<file path="src/hw/rtl/xfpc_pkg.sv">
// Package for the XOR framed packet checker.
// Payload structs, classified byte type, character constants and status codes.
// No dependencies.
package xfpc_pkg;

  localparam int unsigned QDepthDefault = 4;

  localparam logic [7:0] CH_DOLLAR = 8'h24;
  localparam logic [7:0] CH_V      = 8'h56;
  localparam logic [7:0] CH_CR     = 8'h0D;
  localparam logic [7:0] CH_LF     = 8'h0A;
  localparam logic [5:0] LEN_MASK  = 6'h3F;
  localparam logic [6:0] LEN_BIAS  = 7'd4;

  localparam logic [2:0] ST_GOOD_DOLLAR = 3'd0;
  localparam logic [2:0] ST_VV          = 3'd1;
  localparam logic [2:0] ST_BAD_HEADER  = 3'd2;
  localparam logic [2:0] ST_BAD_SUM     = 3'd3;
  localparam logic [2:0] ST_NO_CR       = 3'd4;
  localparam logic [2:0] ST_NO_LF       = 3'd5;

  typedef struct packed {
    logic [7:0] data_byte;
    logic       frame_start;
  } in_item_t;

  typedef struct packed {
    logic       frame_valid;
    logic [2:0] status_code;
  } out_item_t;

  typedef struct packed {
    logic [7:0] data_byte;
    logic       frame_start;
    logic       is_v;
    logic       is_dollar;
    logic       is_cr;
    logic       is_lf;
  } cls_t;

endpackage

</file>
<file path="src/hw/rtl/xfpc_back.sv">
// Back end of the checker: frame tracking, XOR sum, verdict and result register.
// Depends on xfpc_pkg.
module xfpc_back import xfpc_pkg::*; (
  input  logic      clk,
  input  logic      rst_n,
  input  cls_t      q_data,
  input  logic      q_empty,
  output logic      q_pop,
  output out_item_t out_data,
  output logic      empty,
  input  logic      pop
);

  logic [6:0] pos_r, pos_nxt;
  logic [7:0] xor_r, xor_nxt;
  logic [6:0] len_r, len_nxt;
  logic       active_r, active_nxt;
  logic       fv_r, fv_nxt;
  logic       out_valid_r, out_valid_nxt;
  out_item_t  out_r, out_nxt;

  logic       emit;
  logic       emit_valid;
  logic [2:0] emit_code;
  logic [6:0] pos_cur, len_cur;
  logic [7:0] xor_cur;
  logic       fv_cur;
  logic       act_cur;

  assign q_pop    = !q_empty && (!out_valid_r || pop);
  assign out_data = out_r;
  assign empty    = !out_valid_r;

  always_comb begin
    pos_cur    = q_data.frame_start ? '0 : pos_r;
    xor_cur    = q_data.frame_start ? '0 : xor_r;
    len_cur    = q_data.frame_start ? '0 : len_r;
    fv_cur     = q_data.frame_start ? 1'b0 : fv_r;
    act_cur    = q_data.frame_start || active_r;

    pos_nxt    = pos_r;
    xor_nxt    = xor_r;
    len_nxt    = len_r;
    fv_nxt     = fv_r;
    active_nxt = active_r;
    emit       = 1'b0;
    emit_valid = 1'b0;
    emit_code  = ST_BAD_HEADER;

    if (q_pop) begin
      pos_nxt    = pos_cur;
      xor_nxt    = xor_cur;
      len_nxt    = len_cur;
      fv_nxt     = fv_cur;
      active_nxt = act_cur;
      if (act_cur) begin
        pos_nxt = pos_cur + 7'd1;
        if (pos_cur == 7'd0) begin
          if (q_data.is_v) begin
            fv_nxt = 1'b1;
          end else if (q_data.is_dollar) begin
            fv_nxt = 1'b0;
          end else begin
            emit = 1'b1;
          end
        end else if (pos_cur == 7'd1) begin
          if (fv_cur) begin
            emit       = 1'b1;
            emit_valid = q_data.is_v;
            emit_code  = q_data.is_v ? ST_VV : ST_BAD_HEADER;
          end else if (!q_data.is_dollar) begin
            emit = 1'b1;
          end
        end else if (pos_cur <= 7'd5 || pos_cur < 7'd2 + len_cur) begin
          if (pos_cur == 7'd5) begin
            len_nxt = {1'b0, q_data.data_byte[5:0] & LEN_MASK} + LEN_BIAS;
          end
          xor_nxt = xor_cur ^ q_data.data_byte;
        end else if (pos_cur == 7'd2 + len_cur) begin
          if (q_data.data_byte != xor_cur) begin
            emit      = 1'b1;
            emit_code = ST_BAD_SUM;
          end
        end else if (pos_cur == 7'd3 + len_cur) begin
          if (!q_data.is_cr) begin
            emit      = 1'b1;
            emit_code = ST_NO_CR;
          end
        end else begin
          emit       = 1'b1;
          emit_valid = q_data.is_lf;
          emit_code  = q_data.is_lf ? ST_GOOD_DOLLAR : ST_NO_LF;
        end
        if (emit) begin
          active_nxt = 1'b0;
        end
      end
    end

    out_valid_nxt = out_valid_r && !pop;
    out_nxt       = out_r;
    if (emit) begin
      out_valid_nxt       = 1'b1;
      out_nxt.frame_valid = emit_valid;
      out_nxt.status_code = emit_code;
    end
  end

  always_ff @(posedge clk) begin
    if (!rst_n) begin
      pos_r       <= '0;
      xor_r       <= '0;
      len_r       <= '0;
      active_r    <= 1'b0;
      fv_r        <= 1'b0;
      out_valid_r <= 1'b0;
    end else begin
      pos_r       <= pos_nxt;
      xor_r       <= xor_nxt;
      len_r       <= len_nxt;
      active_r    <= active_nxt;
      fv_r        <= fv_nxt;
      out_valid_r <= out_valid_nxt;
    end
  end

  always_ff @(posedge clk) begin
    out_r <= out_nxt;
  end

endmodule

</file>
<file path="config.mk">
export PLATFORM = sky130hd
export DESIGN_NAME = xfpc_back
export DESIGN_NICKNAME = d
export VERILOG_FILES = /design/src/hw/rtl/xfpc_pkg.sv /design/src/hw/rtl/xfpc_back.sv
export SDC_FILE = /design/constraint.sdc
export NUM_CORES = 1
export LEC_CHECK = 0
export BUFFER_PORTS_ARGS = -buffer_cell sky130_fd_sc_hd__buf_2
export CAP_MARGIN = 20
export CORE_UTILIZATION = 52
export CTS_BUF_LIST = sky130_fd_sc_hd__clkbuf_4
export CTS_CLUSTER_SIZE = 14
export DETAILED_ROUTE_END_ITERATION = 10
export GPL_TIMING_DRIVEN = 1
export PLACE_DENSITY_LB_ADDON = 0.08
export SLEW_MARGIN = 20
export SYNTH_ARGS = -nofsm -noshare
export SYNTH_HDL_FRONTEND = slang
export SYNTH_SLANG_ARGS = --single-unit
</file>
<file path="constraint.sdc">
create_clock -name clk -period 3.4 [get_ports clk]
set_clock_uncertainty 0.15 [all_clocks]
set_input_delay 0.17 -clock clk [delete_from_list [all_inputs] [get_ports clk]]
set_output_delay 0.17 -clock clk [all_outputs]
set_load 0.05 [all_outputs]
</file>
# Word level (Yosys, flattened, before mapping)
# Cells that the tools add are included.
# word_totals
reg_bits,29
inputBits,17
out_inout_bits,6
wordCells,81
# op_classes
addsub,4
magnitude_cmp,2
eq_ne,5
n_mux,49
n_bitwise,3
reduce_logical,10
# op_table
cell,count
2-to-1 mux 7 bit,8
2-to-1 mux 8 bit,5
2-to-1 mux 1 bit,28
2-to-1 mux 3 bit,6
"adder 2 x 7 -> 7 bit, first input constant",2
equality test 7 bit,2
inequality test 8 bit,1
bitwise XOR 8 bit,1
"adder 6 x 3 -> 7 bit, second input constant",1
"adder 7 x 1 -> 7 bit, second input constant",1
"equality test 7 x 1 -> 1 bit, second input constant",1
"equality test 7 x 3 -> 1 bit, second input constant",1
"<= comparator 7 x 3 -> 1 bit, second input constant",1
logical NOT 7 bit,1
< comparator 7 bit,1
2-to-1 mux 2 bit,2
logical NOT 1 bit,3
logical OR 1 bit,3
OR reduction 3 bit,1
logical AND 1 bit,2
NOT 1 bit,2

# Depth between registers and ports, before layout
# depth
ltp_word,13
mapped_depth,14

# Worst setup path before layout
# OpenSTA, ideal clock, no wires.
# synth_path
path_type,input-to-reg
start,input q_data[4] (netlist bit)
end,register xor_r[0]
t_arrival_ps,2835
slack_ps,296
cell_stages,13
path_buffers,4
path_cell_list,buf_2 > clkbuf_1 > clkbuf_1 > clkbuf_1 > nor2b_1 > ha_1 > ha_1 > nor2b_1 > o21ai_0 > o21ai_1 > a211oi_2 > a21oi_1 > o31a_1
# synth_via
elab_chain_len,8
# synth_rtl
element,line_no,rtl
"start, declared",xfpc_back.sv:6,"input cls_t q_data,"
2-to-1 mux 7 bit,xfpc_back.sv:37,len_cur = q_data.frame_start ? '0 : len_r;
adder 2 x 7 -> 7 bit,xfpc_back.sv:74,end else if (pos_cur <= 7'd5 || pos_cur < 7'd2 + len_cur) begin
< comparator 7 bit,xfpc_back.sv:74,
logical OR 1 bit,xfpc_back.sv:74,
2-to-1 mux 8 bit,xfpc_back.sv:74,
2-to-1 mux 8 bit,xfpc_back.sv:66,end else if (pos_cur == 7'd1) begin
2-to-1 mux 8 bit,xfpc_back.sv:58,if (pos_cur == 7'd0) begin
2-to-1 mux 8 bit *,xfpc_back.sv:56,if (act_cur) begin
"end signal, assigned",xfpc_back.sv:119,xor_r <= xor_nxt;
"end, declared",xfpc_back.sv:15,"logic [7:0] xor_r, xor_nxt;"
# Mark *: on every way between the ends. The rest lies on a longest branch, timed or not.
# A chain may end at the register's enable or synchronous reset.

# Worst setup path in the final report
# layout_path
start,register len_r[1]
end,register out_r (netlist bit out_data[2]) (enable)
# layout_via
elab_chain_len,12
# layout_rtl
element,line_no,rtl
"start, declared",xfpc_back.sv:16,"logic [6:0] len_r, len_nxt;"
"start signal, assigned",xfpc_back.sv:120,len_r <= len_nxt;
2-to-1 mux 7 bit *,xfpc_back.sv:37,
branches (longest 4 deep; another with adder 2 x 7 -> 7 bit),-,
2-to-1 mux 1 bit *,xfpc_back.sv:74,
2-to-1 mux 1 bit *,xfpc_back.sv:66,
2-to-1 mux 1 bit *,xfpc_back.sv:58,
2-to-1 mux 1 bit *,xfpc_back.sv:56,
2-to-1 mux 1 bit *,xfpc_back.sv:50,if (q_pop) begin
2-to-1 mux 1 bit *,xfpc_back.sv:56,
2-to-1 mux 1 bit *,xfpc_back.sv:50,
named net emit,xfpc_back.sv:22,logic emit;
"end signal, assigned",xfpc_back.sv:128,out_r <= out_nxt;
"end, declared",xfpc_back.sv:20,"out_item_t out_r, out_nxt;"
# Mark *: on every way through the listed nets, which the timed path passes. The select of a mux whose other input is x is not followed.

==> metrics.md <==
| Metric | Value |
|---|---|
| Status | complete, but fails checks |
| Failing checks | design-rule violations |
| R2R cell count | 12 |
| Area grow syn2layout | 7.16% |
| Final hold violations | 0 |
| Congestion Overflow GR | 0 |
| Vias per cell | 6.11 |
| Layout cells sized above 1 | 15.5% |
| Max Fanout on Critical Path | 14 |
| Leak | 0.996 nW |
| Critical R2R Launch | len_r[1]$_SDFFE_PN0P_ |
| Cell Pwr Density | 265 mW/mm2 |
| Filler cells | 415 |
| Max VDD drop | 205 uV |
| Worst Hold End | fv_r$_SDFFE_PN0P_ |
| Vias in the first global route | 2111 |
| DRT iter0 DRCs | 151 |
| Hold WS | 0.405 ps |
| WP data required | 3270 ps |
| Via count | 2254 |
| Fmax | 0.319 GHz |
| Post-synthesis cell count | 303 |
| Routed WL | 5790 um |
| Crit start category | register |
| Final setup viols | 0 |
| Initial Utilization | 55.8% |
| Pin count of the biggest net entering global routing | 33 |
| Mapped cell area | 0.00250 mm2 |
| Antenna viol nets, final | 0 |
| Max Root-Sink Buffers | 2 |
| Number of H-tree levels | 2 |
| CTS root buf | clkbuf_4 |
| TritonCTS clock tree | yes |
| Clk_lat worst skew | 330 ps |
| Worst r2r dst | out_data[2]$_SDFFCE_PP0P_ |
| Worst hold stages | 3 |
| Register Area | 621 um2 |
| Power, Total | 0.709 mW |
| Core area | 0.00447 mm2 |
| Clock sink count | 29 |
| Final Critical Period | 3130 ps |
| WL per Instance | 15.7 um |
| Global Route Usage Sum | 24.8% |
| # DRC | 2 |
| Max capacitance violation total | 0 |
| HP Start | q_data[3] |
| Reg2reg setup slack | 270 ps |
| First-pass GRT wire length | 10100 um |
| Worst-margin pin slew | 680 ps |
| Setup TNS | 0 ps |
| Yosys reg bits | 29 |
| Chip width | 71.3 um |
| Full die area | 0.00508 mm2 |
| Setup bufs post-CTS | 0 |
| RSZ-0062 raised after global routing | no |
| Port bufs | 22 |
| Post-DP HPWL | 4240 um |
| Fin nets | 345 |
| Initial antenna violation count | 0 |
| Synth Flop Type | dfxtp_1 |
| CP Class | reg2reg |
| Multi-input logic area | 0.00173 mm2 |
| I/O pins | 23 |
| Yosys warnings | 0 |
| Die H | 71.3 um |
| Final Cycle Share | 92.1% |
| TritonCTS Buffers | 5 |
| Std-Cell Rows | 24 |
| Mean cell area of the mapped netlist | 8.24 um2 |
| Reg clk slew, reported paths | 90 ps |
| Sequential area share after synthesis | 24.8% |
| Synth unique cells | 66 |
| Slew headroom | 54.7% |
| Post-CTS Hold Buffers | 0 |
| Worst Hold Class | in2reg |
| ANT cells | 0 |
| Syn nets | 332 |
| EDFF count, synth | 4 |
| Detailed Routing Iterations Pass 1 | 8 |
| Final Wtd Congestion | 0.863 |
| Max-slew violations | 0 |
| Critical path endpoint category | register |
| Critical Path AT | 3010 ps |
| Asr flop ratio synth | 0% |
## critical path: stages (launching register included)
cell and delay (ps):
dfxtp_1 470, and3_1 230, nand2_1 90, nor2_1 130, xnor2_1 70, or2_2 270
ha_1 310, and4_1 200, o21ai_0 90, o21ai_1 200, and2_4 280, a31oi_1 140
nor2_2 200
## worst max-delay path by stage
stage	from	depth (start not counted)	to	slack, ps
2_1_floorplan	q_data[4]	13	xor_r[0]$_SDFFE_PN0P_	300
3_3_place_gp	len_r[1]$_SDFFE_PN0P_	12	out_data[2]$_SDFFCE_PP0P_	300
3_5_place_dp	len_r[1]$_SDFFE_PN0P_	12	out_data[2]$_SDFFCE_PP0P_	200
4_1_cts	len_r[1]$_SDFFE_PN0P_	12	out_data[2]$_SDFFCE_PP0P_	190
5_1_grt	len_r[1]$_SDFFE_PN0P_	12	out_data[2]$_SDFFCE_PP0P_	20
6_report	len_r[1]$_SDFFE_PN0P_	12	out_data[2]$_SDFFCE_PP0P_	270
## through the flow
stage	area, um2	worst slack, ps	cells	util, %
after global placement	2610	301	361	58.4
after detailed placement	2610	201	361	58.4
after CTS	2670	189	369	59.8
after floorplan	2500	296	303	-
final	2680	268	369	59.8
after global routing	2680	18.7	369	59.8
## synth_stat cells, types with 2 or more instances
master,n,area (um2)
a21oi_1,15,75.1
o21a_1,2,15.0
nand2_1,20,75.1
and2_4,2,17.5
a22oi_1,7,52.6
o32ai_1,2,17.5
buf_2,8,40.0
and3_1,4,25.0
nand4_1,7,43.8
o31a_1,7,61.3
a22o_1,7,61.3
nand4b_1,4,35.0
and4_1,3,26.3
dfxtp_1,25,500
inv_1,12,45.0
nor4bb_1,2,20.0
edfxtp_1,4,120
nand2b_1,17,106
nor2b_1,13,81.3
nand4bb_1,2,22.5
or2_2,2,12.5
a211o_1,2,17.5
or3_1,2,12.5
xor2_1,8,70.1
nor4b_1,10,87.6
o21ai_0,8,40.0
nand3_1,7,35.0
xnor2_1,12,105
a31oi_1,5,31.3
a41oi_1,3,26.3
ha_1,12,150
clkbuf_1,12,45.0
a211oi_1,2,15.0
nor2_1,23,86.3
## flip-flops by register name, summed over array words and instances (netlist names)
| signal | flops |
|---|---|
| pos_r | 7 |
| out_valid_r | 1 |
| out_data | 4 |
| fv_r | 1 |
| len_r | 7 |
| xor_r | 8 |
| active_r | 1 |
## cell usage in the layout, fill, tap and decap left out, types with 3 or more instances in the layout
cell type	synthesis	final
buf_2	8	22
a21oi_1	15	15
o31a_1	7	7
nor2b_1	13	13
xnor2_1	12	12
ha_1	12	12
edfxtp_1	4	4
dfxtp_1	25	25
inv_1	12	12
nand3_1	7	7
nand4_1	7	7
a31oi_1	5	5
a22o_1	7	7
nand2_1	20	20
nor2_1	23	22
xor2_1	8	8
a41oi_1	3	3
clkbuf_4	0	8
nand4b_1	4	4
nand2b_1	17	17
a22oi_1	7	7
o21ai_0	8	8
nor4b_1	10	10
and3_1	4	4
and4_1	3	3
buf_4	0	5
## report_power, final
group / switching (mW) / total, mW / internal (mW)
sequential: 0.00985 / 0.364 / 0.354
clock: 0.119 / 0.225 / 0.106
combinational: 0.0749 / 0.120 / 0.0449
total: 0.203 / 0.709 / 0.505
## per-layer routing
metal	up-vias	part of all wire, %	GRT usage [%]
met4	0	0.83	7.11
met3	7	4.0	4.92
met5	-	0	0
li1	1145	-	-
met2	40	45	38.2
met1	1062	50	35.2
## what timing repair did
action,4_1_cts,5_1_grt
gates resized for setup,0,1
hold endpoints to repair,0,0
setup endpoints to repair,0,4
## kinds of logic after synthesis
group	Yosys count	synth area share, %
compound gates	78	22.8
mux	1	0.401
simple gates	128	32.1
xor+xnor	21	7.97
fa+ha+maj	12	6.01
buf+inv	34	5.81
flops	29	24.8
## cell type report
cell class                      instances  area share (%)
Sequential cell                        29            23.2
Inverter                               13            1.82
Multi-Input combinational cell        240            64.8
Timing Repair Buffer                   27            5.52
Tap cell                               52            2.43
Clock buffer                            8            2.24
Note: power is estimated with default switching activity, not from simulation.
